`config.mk`:
```
export PLATFORM = sky130hd
export DESIGN_NAME = bti_weight
export DESIGN_NICKNAME = d
export VERILOG_FILES = /design/src/rtl/core/bti_pkg.sv /design/src/rtl/core/bti_weight.sv
export SDC_FILE = /design/constraint.sdc
export NUM_CORES = 2
export LEC_CHECK = 0
export ABC_CLOCK_PERIOD_IN_PS = 11300
export BUFFER_PORTS_ARGS = -buffer_cell sky130_fd_sc_hd__buf_2
export CAP_MARGIN = 25
export CORE_MARGIN = 2
export CORE_UTILIZATION = 25
export CTS_BUF_LIST = sky130_fd_sc_hd__clkbuf_8 sky130_fd_sc_hd__clkbuf_16
export DETAILED_ROUTE_END_ITERATION = 6
export GPL_TIMING_DRIVEN = 0
export SLEW_MARGIN = 25
export SYNTH_ARGS = -nofsm -noshare
export SYNTH_HDL_FRONTEND = slang
export SYNTH_SLANG_ARGS = --single-unit
```
`constraint.sdc`:
```
create_clock -name clk -period 11.3 [get_ports clk]
set_input_delay 0.565 -clock clk [delete_from_list [all_inputs] [get_ports clk]]
set_output_delay 0.565 -clock clk [all_outputs]
set_load 0.01 [all_outputs]
```
`src/rtl/core/bti_pkg.sv`:
```
// Shared constants for the barycentric triangle interpolator.
`default_nettype none
package bti_pkg;
    // register stages in the geometry and weight sections
    localparam int unsigned GEOM_STAGES   = 3;
    localparam int unsigned WEIGHT_STAGES = 3;
endpackage
`default_nettype wire

```
`src/rtl/core/bti_weight.sv`:
```
// Sign normalisation, inside test, weighted sum and rounded division operands.
`default_nettype none
module bti_weight #(
    parameter int unsigned COORD_BITS = 16,
    parameter int unsigned VALUE_BITS = 16
) (
    input  wire logic                                    clk,
    input  wire logic                                    rst_n,
    input  wire logic                                    in_valid,
    output logic                                         in_ready,
    input  wire logic signed [2*COORD_BITS+1:0]          det,
    input  wire logic signed [2*COORD_BITS+1:0]          num_c,
    input  wire logic signed [2*COORD_BITS+1:0]          num_b,
    input  wire logic signed [VALUE_BITS-1:0]            va,
    input  wire logic signed [VALUE_BITS-1:0]            vb,
    input  wire logic signed [VALUE_BITS-1:0]            vc,
    output logic                                         out_valid,
    input  wire logic                                    out_ready,
    output logic [2*COORD_BITS+VALUE_BITS+2:0]           dividend,
    output logic [2*COORD_BITS+1:0]                      divisor,
    output logic signed [VALUE_BITS-1:0]                 vmin,
    output logic                                         in_tri
);
    import bti_pkg::*;

    localparam int unsigned KW   = 2 * COORD_BITS + 2;
    localparam int unsigned NW   = KW - 1;
    localparam int unsigned SW   = NW + VALUE_BITS;
    localparam int unsigned NUMW = SW + 2;

    logic [WEIGHT_STAGES-1:0] v_reg;
    logic [WEIGHT_STAGES:0]   ld;

    logic signed [KW-1:0] kk, ncc, nbb;
    logic signed [KW:0]   na;
    logic signed [VALUE_BITS-1:0] m;
    logic [NW-1:0] k4_reg, nc4_reg, nb4_reg, na4_reg, k5_reg;
    logic [VALUE_BITS-1:0] da_reg, db_reg, dc_reg;
    logic signed [VALUE_BITS-1:0] m4_reg, m5_reg, m6_reg;
    logic in4_reg, in5_reg, in6_reg;
    logic [SW-1:0] pa_reg, pb_reg, pc_reg;
    logic [SW-1:0] s;
    logic [NUMW-1:0] num6_reg;
    logic [NW:0] den6_reg;

    always_comb
    begin
        ld[WEIGHT_STAGES] = out_ready;
        for (int i = WEIGHT_STAGES - 1; i >= 0; i--)
        begin
            ld[i] = !v_reg[i] || ld[i+1];
        end
    end
    assign in_ready = ld[0];

    always_ff @(posedge clk or negedge rst_n)
    begin
        if (!rst_n)
        begin
            v_reg <= '0;
        end
        else
        begin
            if (ld[0]) v_reg[0] <= in_valid;
            if (ld[1]) v_reg[1] <= v_reg[0];
            if (ld[2]) v_reg[2] <= v_reg[1];
        end
    end

    // make the determinant positive, then the third weight and the min value
    always_comb
    begin
        kk  = det[KW-1] ? -det   : det;
        ncc = det[KW-1] ? -num_c : num_c;
        nbb = det[KW-1] ? -num_b : num_b;
        na  = (KW+1)'(kk) - (KW+1)'(ncc) - (KW+1)'(nbb);
        m   = va;
        if (vb < m) m = vb;
        if (vc < m) m = vc;
    end

    // stage 4: magnitudes, inside flag, value offsets from the minimum
    always_ff @(posedge clk)
    begin
        if (ld[0])
        begin
            k4_reg  <= kk[NW-1:0];
            nc4_reg <= ncc[NW-1:0];
            nb4_reg <= nbb[NW-1:0];
            na4_reg <= na[NW-1:0];
            in4_reg <= (det != '0) && !ncc[KW-1] && !nbb[KW-1] && !na[KW];
            m4_reg  <= m;
            da_reg  <= VALUE_BITS'(va - m);
            db_reg  <= VALUE_BITS'(vb - m);
            dc_reg  <= VALUE_BITS'(vc - m);
        end
    end

    // stage 5: weight times value offset
    always_ff @(posedge clk)
    begin
        if (ld[1])
        begin
            pa_reg  <= SW'(na4_reg) * SW'(da_reg);
            pb_reg  <= SW'(nb4_reg) * SW'(db_reg);
            pc_reg  <= SW'(nc4_reg) * SW'(dc_reg);
            k5_reg  <= k4_reg;
            m5_reg  <= m4_reg;
            in5_reg <= in4_reg;
        end
    end

    // stage 6: round half up as (2S + k) / 2k
    assign s = pa_reg + pb_reg + pc_reg;
    always_ff @(posedge clk)
    begin
        if (ld[2])
        begin
            num6_reg <= {1'b0, s, 1'b0} + NUMW'(k5_reg);
            den6_reg <= {k5_reg, 1'b0};
            m6_reg   <= m5_reg;
            in6_reg  <= in5_reg;
        end
    end

    assign out_valid = v_reg[WEIGHT_STAGES-1];
    assign dividend  = num6_reg;
    assign divisor   = den6_reg;
    assign vmin      = m6_reg;
    assign in_tri    = in6_reg;
endmodule
`default_nettype wire

```
==> out/metrics.csv <==
metric,value,unit
status,finished clean,
Hold Crit Class,in -> async,
"area leader, netlist",fa_1,
Multi-input gate area,55500,um2
clk_lat worst skew,0.75,ns
"FFs w/ async S/R, synth",0.604,%
number of global-route vias before repair,59600,
layout cell share with drive strength beyond 1,5.57,%
"commonest non-fill, non-tap cell in the layout",inv_1,
CP Capture Type,flip-flop,
Slew HR,12.7,%
filler cell count,32800,
CP Max Fanout,10,
Clock Skews,0.0328,ns
DR iter-0 viols,5336,
largest cells by area after synthesis,"fa_1, edfxtp_1, ha_1",
CTS buffer count,61,
post-CTS setup buffers,0,
Final min period,10.10,ns
hold_buf cts,3,
CTS tree,yes,
final-stage net count,10400,
grt total ovfl,0,
Final HPWL DP,235000,um
root buffer cell,clkbuf_16,
Synth-to-Final Area Change,12.1,%
highest-delay cell along the critical path,a221oi_1,
Synth Flop Type,edfxtp_1,
final instance area,86600,um2
GPL Wtd Cong,0.973,
Syn Nets,10100,
Max Cap Viol,0,
met3 Use GR,3.58,%
Max Buffers Root-to-Sink,3,
DIE HEIGHT,560,um
"commonest non-fill, non-tap cells in the layout","inv_1, fa_1, nand2_1",
Setup TNS,0,ns
post-place setup slack,1.05,ns
Cells after Synth,7963,
largest net degree at the start of global routing,43,
WL per Instance,22.2,um
Post-synth EDFFs,494,
Crit path top cell by count,a21oi_1,
Max Slew Vio Count,0,
core footprint,308000,um2
row cnt,204,
Worst Slack Setup Final,1.20,ns
Reg area,14900,um2
RSZ-0062 raised after global routing,no,
Critical Path RT,11.76,ns
antenna-violating nets left,0,
layer with the highest usage,met2,
Final Hold Viols,0,
Fmax,99.0,MHz
Largest register FFs,51,
type of the worst setup path,in -> reg,
Sinks on Clock Net,497,
drt drc,0,
PortBufs,256,
Synth cell types,84,
Final Util,28.1,%
Final setup viols,0,
first-pass GRT wire length,407000,um
Critical Path Max Stage Delay,0.78,ns
Die W,560,um
Post-Syn Area per Cell,9.70,um2
Die Area,313000,um2
Worst Tran Pin Value,1.30,ns
cell area after synthesis,77200,um2
Yosys warnings,0,
DR pass1 iterations,6,
"Seq/Total Area, Yosys",19.3,%
clock-pin slew on the worst setup and hold paths,0.07,ns
final worst path period share,89.4,%
Starting Density,25.1,%
Synth Register Bits,497,
startpoint types,input pin,
H-tree levels,2,
met2 layer usage reported by global route,27.0,%
Yosys top cell area share,35.8,%
area of placed instances,84400,um2
GR Util met1,23.3,%
DRT Wirelength,278000,um
vias,58200,
initial antenna violation count,48,
I/O pin count,258,
number of cells upsized or downsized after cts,0,
All-Layer GR Usage,17.7,%
Via density,4.65,
Critical Path AT,10.56,ns
-- layout make-up --
class / count / area share (%)
Sequential cell: 497 / 17.2
Tap cell: 4120 / 5.95
Clock buffer: 61 / 1.76
Multi-Input combinational cell: 5594 / 64.1
Clock inverter: 52 / 0.633
Antenna cell: 23 / 0.0665
Timing Repair Buffer: 306 / 2.18
Inverter: 1578 / 6.84
Buffer: 294 / 1.29
-- metal layers --
layer	vias to the layer above	wire, um
li1	25600	-
met1	29600	113000
met5	-	139
met2	2467	120000
met3	539	25200
met4	20	19000
-- worst max-delay path, delay by kind of cell --
family,cells,cell delay (ns)
compound gates,19,5.00
fa+ha+maj,4,1.32
buf+inv,7,1.94
simple gates,7,1.71
-- per-stage QoR --
step / instances / hold slack [ns]
floorplan: 7963 / 0.269
global placement: 12300 / 0.362
detailed placement: 12400 / 0.361
CTS: 12500 / 0.107
global route: 12500 / 0.136
finish: 12500 / 0.168
-- cells by family after synthesis --
group | Yosys count | synth area share (%)
simple gates | 2360 | 14.8
fa+ha+maj | 1937 | 44.8
buf+inv | 1872 | 9.11
compound gates | 918 | 7.65
flops | 497 | 19.3
xor+xnor | 372 | 4.25
mux | 6 | 0.0826
other cells | 1 | 0.00485
-- cells in the mapped netlist (29+ instances only) --
| master | count |
|---|---|
| inv_1 | 1578 |
| fa_1 | 1383 |
| nand2_1 | 1143 |
| and2_1 | 668 |
| ha_1 | 554 |
| edfxtp_1 | 494 |
| clkbuf_1 | 290 |
| a21oi_1 | 276 |
| xnor2_1 | 261 |
| nor2_1 | 191 |
| o21ai_0 | 168 |
| a21o_1 | 154 |
| xor2_1 | 109 |
| nand3_1 | 64 |
| o21bai_1 | 60 |
| nor3_1 | 53 |
| o31ai_1 | 44 |
| nand2b_1 | 39 |
| nand4_1 | 38 |
| nor2b_1 | 38 |
| o21a_1 | 36 |
| a211oi_1 | 30 |
| or3_1 | 29 |
-- path summary, 6_finish.rpt --
check | startpoint | to | slack, ns | cells past startpoint
min | rst_n | v_reg[2]$_DFFE_PN0P_ | 0.17 | 2
min reg2reg | k4_reg[20]$_DFFE_PP_ | k5_reg[20]$_DFFE_PP_ | 0.41 | 0
max | va[5] | db_reg[14]$_DFFE_PP_ | 1.20 | 37
max reg2reg | db_reg[15]$_DFFE_PP_ | pb_reg[45]$_DFFE_PP_ | 2.41 | 21
max in group asynchronous | rst_n | v_reg[0]$_DFFE_PN0P_ | 11.03 | 2
min in group clk | num_c[0] | nc4_reg[0]$_DFFE_PP_ | 0.17 | 1
Power is left out: the tool's default activity adds up to more than one toggle a clock period on the data nets, which glitch-free logic cannot reach.
