## config.mk

```make
export PLATFORM = sky130hd
export DESIGN_NAME = bti_div
export DESIGN_NICKNAME = d
export VERILOG_FILES = /design/src/rtl/core/bti_div.sv
export SDC_FILE = /design/constraint.sdc
export NUM_CORES = 2
export LEC_CHECK = 0
export ABC_AREA = 1
export BUFFER_PORTS_ARGS = -buffer_cell sky130_fd_sc_hd__buf_2
export CORE_ASPECT_RATIO = 1.4
export CORE_MARGIN = 2
export CORE_UTILIZATION = 50
export CTS_BUF_LIST = sky130_fd_sc_hd__clkbuf_4
export CTS_CLUSTER_SIZE = 20
export DETAILED_ROUTE_END_ITERATION = 7
export PLACE_DENSITY = 0.66
export SKIP_LAST_GASP = 1
export SLEW_MARGIN = 20
export SYNTH_ARGS = -nofsm -noshare
export SYNTH_HDL_FRONTEND = slang
export SYNTH_SLANG_ARGS = --single-unit
```

## constraint.sdc

```tcl
create_clock -name clk -period 22.3 [get_ports clk]
set_input_delay 2.23 -clock clk [delete_from_list [all_inputs] [get_ports clk]]
set_output_delay 2.23 -clock clk [all_outputs]
set_load 0.005 [all_outputs]
```

## src/rtl/core/bti_div.sv

```systemverilog
// Pipelined restoring divider, one quotient bit per stage, and the result register.
`default_nettype none
module bti_div #(
    parameter int unsigned COORD_BITS = 16,
    parameter int unsigned VALUE_BITS = 16
) (
    input  wire logic                                clk,
    input  wire logic                                rst_n,
    input  wire logic                                in_valid,
    output logic                                     in_ready,
    input  wire logic [2*COORD_BITS+VALUE_BITS+2:0]  dividend,
    input  wire logic [2*COORD_BITS+1:0]             divisor,
    input  wire logic signed [VALUE_BITS-1:0]        vmin,
    input  wire logic                                in_tri,
    output logic                                     out_valid,
    input  wire logic                                out_ready,
    output logic signed [VALUE_BITS-1:0]             interpolated,
    output logic                                     inside_res
);
    localparam int unsigned NUMW = 2 * COORD_BITS + VALUE_BITS + 3;
    localparam int unsigned DENW = 2 * COORD_BITS + 2;
    localparam int unsigned NS   = VALUE_BITS;

    logic [NS-1:0] v_reg;
    logic [NS:0]   ld;
    logic          ov_reg;

    logic [NUMW-1:0]             r_reg   [NS];
    logic [VALUE_BITS-1:0]       q_reg   [NS];
    logic [DENW-1:0]             d_reg   [NS];
    logic signed [VALUE_BITS-1:0] m_reg  [NS];
    logic [NS-1:0]               ins_reg;

    logic [NUMW-1:0]             r_src   [NS];
    logic [VALUE_BITS-1:0]       q_src   [NS];
    logic [DENW-1:0]             d_src   [NS];
    logic signed [VALUE_BITS-1:0] m_src  [NS];
    logic [NS-1:0]               ins_src;
    logic [NS-1:0]               v_src;

    logic signed [VALUE_BITS-1:0] res_reg;
    logic                         ins_out_reg;

    always_comb
    begin
        ld[NS] = !ov_reg || out_ready;
        for (int i = NS - 1; i >= 0; i--)
        begin
            ld[i] = !v_reg[i] || ld[i+1];
        end
    end
    assign in_ready = ld[0];

    // stage inputs: first from the port, the rest from the previous stage
    always_comb
    begin
        r_src[0]   = dividend;
        q_src[0]   = '0;
        d_src[0]   = divisor;
        m_src[0]   = vmin;
        ins_src[0] = in_tri;
        v_src[0]   = in_valid;
        for (int j = 1; j < NS; j++)
        begin
            r_src[j]   = r_reg[j-1];
            q_src[j]   = q_reg[j-1];
            d_src[j]   = d_reg[j-1];
            m_src[j]   = m_reg[j-1];
            ins_src[j] = ins_reg[j-1];
            v_src[j]   = v_reg[j-1];
        end
    end

    // one trial subtraction per stage, most significant quotient bit first
    for (genvar j = 0; j < NS; j++)
    begin : g_step
        logic [NUMW-1:0] den_sh;
        logic            ge;

        assign den_sh = NUMW'(d_src[j]) << (NS - 1 - j);
        assign ge     = r_src[j] >= den_sh;

        always_ff @(posedge clk or negedge rst_n)
        begin
            if (!rst_n)
            begin
                v_reg[j] <= 1'b0;
            end
            else if (ld[j])
            begin
                v_reg[j] <= v_src[j];
            end
        end

        always_ff @(posedge clk)
        begin
            if (ld[j])
            begin
                r_reg[j]   <= ge ? r_src[j] - den_sh : r_src[j];
                q_reg[j]   <= q_src[j] | (VALUE_BITS'(ge) << (NS - 1 - j));
                d_reg[j]   <= d_src[j];
                m_reg[j]   <= m_src[j];
                ins_reg[j] <= ins_src[j];
            end
        end
    end

    // output register: add back the minimum, zero when outside
    always_ff @(posedge clk or negedge rst_n)
    begin
        if (!rst_n)
        begin
            ov_reg <= 1'b0;
        end
        else if (ld[NS])
        begin
            ov_reg <= v_reg[NS-1];
        end
    end

    always_ff @(posedge clk)
    begin
        if (ld[NS])
        begin
            res_reg     <= ins_reg[NS-1] ? m_reg[NS-1] + $signed(q_reg[NS-1]) : '0;
            ins_out_reg <= ins_reg[NS-1];
        end
    end

    assign out_valid    = ov_reg;
    assign interpolated = res_reg;
    assign inside_res   = ins_out_reg;

    // inside implies a nonzero divisor
    a_den_nonzero: assert property (@(posedge clk) disable iff (!rst_n)
        (in_valid && in_tri) |-> (divisor != '0))
        else $error("inside item with zero divisor");

    // quotient must fit the value width for inside items
    a_quot_fits: assert property (@(posedge clk) disable iff (!rst_n)
        (in_valid && in_tri) |-> (dividend < ((NUMW+NS)'(divisor) << NS)))
        else $error("quotient overflows value width");

    // outside results are zero
    a_outside_zero: assert property (@(posedge clk) disable iff (!rst_n)
        (ov_reg && !ins_out_reg) |-> (res_reg == '0))
        else $error("outside item with nonzero value");
endmodule
`default_nettype wire

```

==> flow_summary.html <==
<table>
<tr><th>Metric</th><th>Value</th></tr>
<tr><th colspan="2">Finish</th></tr>
<tr><td>Area Overhead vs Synth</td><td>8.70%</td></tr>
<tr><td>Filler cell count in the final layout</td><td>18900</td></tr>
<tr><td>Sequential cell area</td><td>a little over 0.05 mm2</td></tr>
<tr><td>Layout cell share with drive strength beyond 1</td><td>0.0796</td></tr>
<tr><td>Number of flip-flops under the largest register name</td><td>765</td></tr>
<tr><td>Total Nets Final</td><td>13000</td></tr>
<tr><td>Multi-input logic area</td><td>~0.044 mm2</td></tr>
<tr><th colspan="2">GRT</th></tr>
<tr><td>Maximum number of pins on one net before global-route repair</td><td>81</td></tr>
<tr><td>Global-route wire length before repair</td><td>538000 um</td></tr>
<tr><td>Initial antenna violation count</td><td>42</td></tr>
<tr><td>Gr ovfl total</td><td>0</td></tr>
<tr><td>GRT Overall Usage</td><td>0.351</td></tr>
<tr><td>Vias in the first global route</td><td>around 85000</td></tr>
<tr><th colspan="2">Worst hold path</th></tr>
<tr><td>Hold Crit Endpoint</td><td>q_reg[1][55]</td></tr>
<tr><td>Worst hold path type</td><td>flop to flop</td></tr>
<tr><td>Number of instances on the worst hold path</td><td>0</td></tr>
<tr><td>Worst hold path startpoint</td><td>q_reg[1][39]</td></tr>
<tr><th colspan="2">Drt</th></tr>
<tr><td>Via count</td><td>86400</td></tr>
<tr><td>Via density</td><td>between 5 and 6</td></tr>
<tr><td>Count of TritonRoute iterations in the first routing pass</td><td>8</td></tr>
<tr><td>DR DRC count</td><td>0</td></tr>
<tr><td>Remaining antenna violation count after routing</td><td>0</td></tr>
<tr><td>Number of violations reported at the end of detailed-routing iteration 0</td><td>7791</td></tr>
<tr><td>Total wire length</td><td>375000 um</td></tr>
<tr><td>Avg WL per Cell</td><td>24.5 um</td></tr>
<tr><th colspan="2">Timing</th></tr>
<tr><td>Worst clock skew</td><td>226 ps</td></tr>
<tr><td>Rel. slew slack</td><td>0.208</td></tr>
<tr><td>WHS</td><td>~370 ps</td></tr>
<tr><td>Final hold violation count</td><td>0</td></tr>
<tr><td>RSZ-0062 raised after global routing</td><td>false</td></tr>
<tr><td>Time the worst path needs with I/O delays and setup</td><td>8780 ps</td></tr>
<tr><td>Actual transition at the worst max-transition pin</td><td>approximately 1200 ps</td></tr>
<tr><td>Crit share post-route</td><td>0.394</td></tr>
<tr><td>Smallest setup slack after layout</td><td>13520 ps</td></tr>
<tr><td>Setup-failing EPs final</td><td>0</td></tr>
<tr><td>Final Max Slew Viols</td><td>0</td></tr>
<tr><td>Upper clock frequency limit</td><td>114 MHz</td></tr>
<tr><td>Setup Total Neg Slack</td><td>0 ps</td></tr>
<tr><th colspan="2">Worst setup path</th></tr>
<tr><td>Worst Path Arrival</td><td>6550 ps</td></tr>
<tr><td>Kind of critical path</td><td>input pin to primary output</td></tr>
<tr><td>Critical path capture point type</td><td>primary output</td></tr>
<tr><td>Cell count of the worst reg-to-reg path</td><td>12</td></tr>
<tr><td>Startpoint Class</td><td>input pin</td></tr>
<tr><td>Worst reg2reg path startpoint</td><td>out_valid</td></tr>
<tr><td>Crit path max fanout</td><td>42</td></tr>
<tr><td>Worst path required time</td><td>~20000 ps</td></tr>
<tr><td>Critical R2R Capture</td><td>q_reg[0][15]</td></tr>
<tr><td>Worst setup slack for register-to-register paths</td><td>16730 ps</td></tr>
<tr><th colspan="2">Synth</th></tr>
<tr><td>Total nets after synthesis</td><td>12500</td></tr>
<tr><td>Top post-synthesis cells by count</td><td>sky130_fd_sc_hd__nand2_1 (2801), sky130_fd_sc_hd__inv_1 (1735), sky130_fd_sc_hd__edfxtp_1 (1700)</td></tr>
<tr><td>Number of enable-type register cells in the synthesized netlist</td><td>1700</td></tr>
<tr><td>Cell count after synthesis</td><td>11800</td></tr>
<tr><td>Per-instance average area after synthesis</td><td>8.68 um2</td></tr>
<tr><td>Cell type contributing the most total cell area after synthesis</td><td>sky130_fd_sc_hd__edfxtp_1</td></tr>
<tr><td>Count of distinct cell types in the synthesized netlist</td><td>between 50 and 60</td></tr>
<tr><td>Top_reg_cell synth</td><td>sky130_fd_sc_hd__edfxtp_1</td></tr>
<tr><td>Sequential element share of the synthesized area</td><td>0.502</td></tr>
<tr><td>Main area contributors after synthesis</td><td>sky130_fd_sc_hd__edfxtp_1 (50%), sky130_fd_sc_hd__nand2_1 (10%), sky130_fd_sc_hd__ha_1 (6.8%)</td></tr>
<tr><td>Async set-reset flop share out of synthesis</td><td>0.00990</td></tr>
<tr><td>Most numerous cell in the Yosys netlist</td><td>sky130_fd_sc_hd__nand2_1</td></tr>
<tr><td>Total number of yosys warnings</td><td>0</td></tr>
<tr><td>Area fraction of the dominant cell type after synthesis</td><td>0.498</td></tr>
<tr><td>Flops &amp; latches, synth</td><td>1717</td></tr>
<tr><td>Cell area after synthesis</td><td>just over 0.1 mm2</td></tr>
<tr><th colspan="2">Floorplan</th></tr>
<tr><td>Number of top-level design ports</td><td>roughly 130</td></tr>
<tr><td>Floorplan die height</td><td>540 um</td></tr>
<tr><td>Std cell rows</td><td>196</td></tr>
<tr><td>Die Span X</td><td>about 390 um</td></tr>
<tr><td>Die Area</td><td>0.209 mm2</td></tr>
<tr><td>Floorplan Core Area</td><td>0.204 mm2</td></tr>
<tr><td>Initial Util</td><td>0.503</td></tr>
<tr><th colspan="2">Run status</th></tr>
<tr><td>Result of the run</td><td>complete, no violations</td></tr>
<tr><th colspan="2">Clocking</th></tr>
<tr><td>Number of buffers created by CTS</td><td>412</td></tr>
<tr><td>Resized cells post-CTS</td><td>0</td></tr>
<tr><td>Clock-pin slew on the worst setup and hold paths</td><td>60 ps</td></tr>
<tr><td>Clock tree root buffer cell</td><td>sky130_fd_sc_hd__clkbuf_4</td></tr>
<tr><td>Number of clock sinks</td><td>around 1700</td></tr>
<tr><td>CTS Buffer Depth</td><td>4</td></tr>
<tr><td>Insertion delay of the later-clocked pin in the worst-skew pair</td><td>1370 ps</td></tr>
<tr><td>CTS tree</td><td>yes</td></tr>
<tr><td>Hold buffer count at cts</td><td>0</td></tr>
<tr><td>Total number of H-tree levels</td><td>5</td></tr>
<tr><td>Buffer count from post-CTS setup fixing</td><td>0</td></tr>
<tr><th colspan="2">Placed design</th></tr>
<tr><td>Routability congestion estimate</td><td>1.09</td></tr>
<tr><td>Final HPWL from detailed placement</td><td>around 310000 um</td></tr>
<tr><td>Port Buffers</td><td>about 120</td></tr>
<tr><td>DP Worst Slack</td><td>13580 ps</td></tr>
<tr><th colspan="2">Power</th></tr>
<tr><td>Total power divided by cell area</td><td>170 mW/mm2</td></tr>
<tr><td>Maximum VDD drop</td><td>0.0867 mV</td></tr>
<tr><td>Static Leak</td><td>between 40 and 50 nW</td></tr>
<tr><th colspan="2">Flow run</th></tr>
<tr><td>Max Cap Viol</td><td>0</td></tr>
</table>
==> cell type report <==
type / count / area share
antenna: 23 / 0.000516
clock buffer: 571 / 0.0384
clock inverter: 164 / 0.0103
inverter: 1752 / 0.0592
multi-input combinational: 8233 / 0.392
sequential: 1717 / 0.462
tap: 2673 / 0.0300
timing repair buffer: 158 / 0.00785
==> where the power goes <==
| part | total, mW | switching (mW) | internal [mW] | leakage (nW) |
|---|---|---|---|---|
| Sequential | 6.46 | 1.11 | 5.35 | 17.5 |
| Clock | 2.69 | 1.32 | 1.37 | 3.20 |
| Combinational | 9.86 | 6.83 | 3.02 | 26.2 |
| Total | 19.0 | 9.26 | 9.75 | 46.9 |
==> layer usage <==
metal  GRT usage  wire length [um]  share of wire
met5           0               143        0.00038
met4       0.279             35200          0.094
met3      0.0535             24100          0.064
met2       0.615            184000           0.49
met1       0.378            131000           0.35
==> metrics by stage <==
step,cell area (um2),instances,utilization,power (mW)
2_1_floorplan,103000,11800,-,12.3
3_3_place_gp,106000,14500,0.520,16.0
3_5_place_dp,106000,14500,0.520,16.1
4_1_cts,111000,15300,0.547,18.9
5_1_grt,111000,15300,0.547,20.2
6_report,112000,15300,0.547,19.0
==> worst max path at each step <==
stage,start,end,cells past startpoint
after floorplan,out_ready,in_ready,10
after global placement,out_ready,in_ready,13
after detailed placement,out_ready,in_ready,13
after CTS,out_ready,in_ready,13
after global routing,out_ready,in_ready,13
final,out_ready,in_ready,13
==> kinds of logic (layout without fill, tap and decap cells) <==
kind of cell / count (synthesis) / in the layout / share of synthesized area
compound gates: 2064 / 2064 / 0.110
xor+xnor: 412 / 412 / 0.0352
fa+ha+maj: 575 / 575 / 0.0713
buf+inv: 1867 / 2645 / 0.0726
flops: 1717 / 1717 / 0.502
other cells: 0 / 23 / 0
simple gates: 5182 / 5182 / 0.209
==> cell usage in the layout, fill, tap and decap left out, types with 15 or more instances in the layout <==
cell	n
sky130_fd_sc_hd__or2_2	56
sky130_fd_sc_hd__o211ai_1	20
sky130_fd_sc_hd__a31oi_1	69
sky130_fd_sc_hd__clkinv_1	95
sky130_fd_sc_hd__o21a_1	36
sky130_fd_sc_hd__inv_2	18
sky130_fd_sc_hd__bufinv_16	15
sky130_fd_sc_hd__a21o_1	63
sky130_fd_sc_hd__edfxtp_1	1700
sky130_fd_sc_hd__nor4_1	63
sky130_fd_sc_hd__clkinv_2	35
sky130_fd_sc_hd__dfrtp_1	17
sky130_fd_sc_hd__nor3_1	151
sky130_fd_sc_hd__buf_2	124
sky130_fd_sc_hd__ha_1	559
sky130_fd_sc_hd__a21oi_2	37
sky130_fd_sc_hd__a21oi_1	840
sky130_fd_sc_hd__nand4_1	151
sky130_fd_sc_hd__nand2_2	16
sky130_fd_sc_hd__xnor2_1	240
sky130_fd_sc_hd__nor2_1	1320
sky130_fd_sc_hd__nand3b_1	67
sky130_fd_sc_hd__nand2_1	2797
sky130_fd_sc_hd__a21boi_0	20
sky130_fd_sc_hd__fa_1	16
sky130_fd_sc_hd__and3_1	15
sky130_fd_sc_hd__nand3_1	496
sky130_fd_sc_hd__o21ai_1	164
sky130_fd_sc_hd__xor2_1	172
sky130_fd_sc_hd__buf_4	34
sky130_fd_sc_hd__diode_2	23
sky130_fd_sc_hd__inv_1	1728
sky130_fd_sc_hd__o21bai_1	76
sky130_fd_sc_hd__o21ai_2	25
sky130_fd_sc_hd__o21ai_0	696
sky130_fd_sc_hd__clkbuf_4	571
==> worst max-delay path, stage by stage <==
cell                      delay [ps]
sky130_fd_sc_hd__buf_2           100
sky130_fd_sc_hd__inv_1            90
sky130_fd_sc_hd__nand3_2          70
sky130_fd_sc_hd__buf_4           270
sky130_fd_sc_hd__nor2_2          220
sky130_fd_sc_hd__nand4_1         170
sky130_fd_sc_hd__nor2_2          320
sky130_fd_sc_hd__nand4_4         670
sky130_fd_sc_hd__nor2_1          510
sky130_fd_sc_hd__nand4_1         620
sky130_fd_sc_hd__nor2_2          560
sky130_fd_sc_hd__nand3_4         350
sky130_fd_sc_hd__buf_2           310
Note: power is estimated with default switching activity, not from simulation.
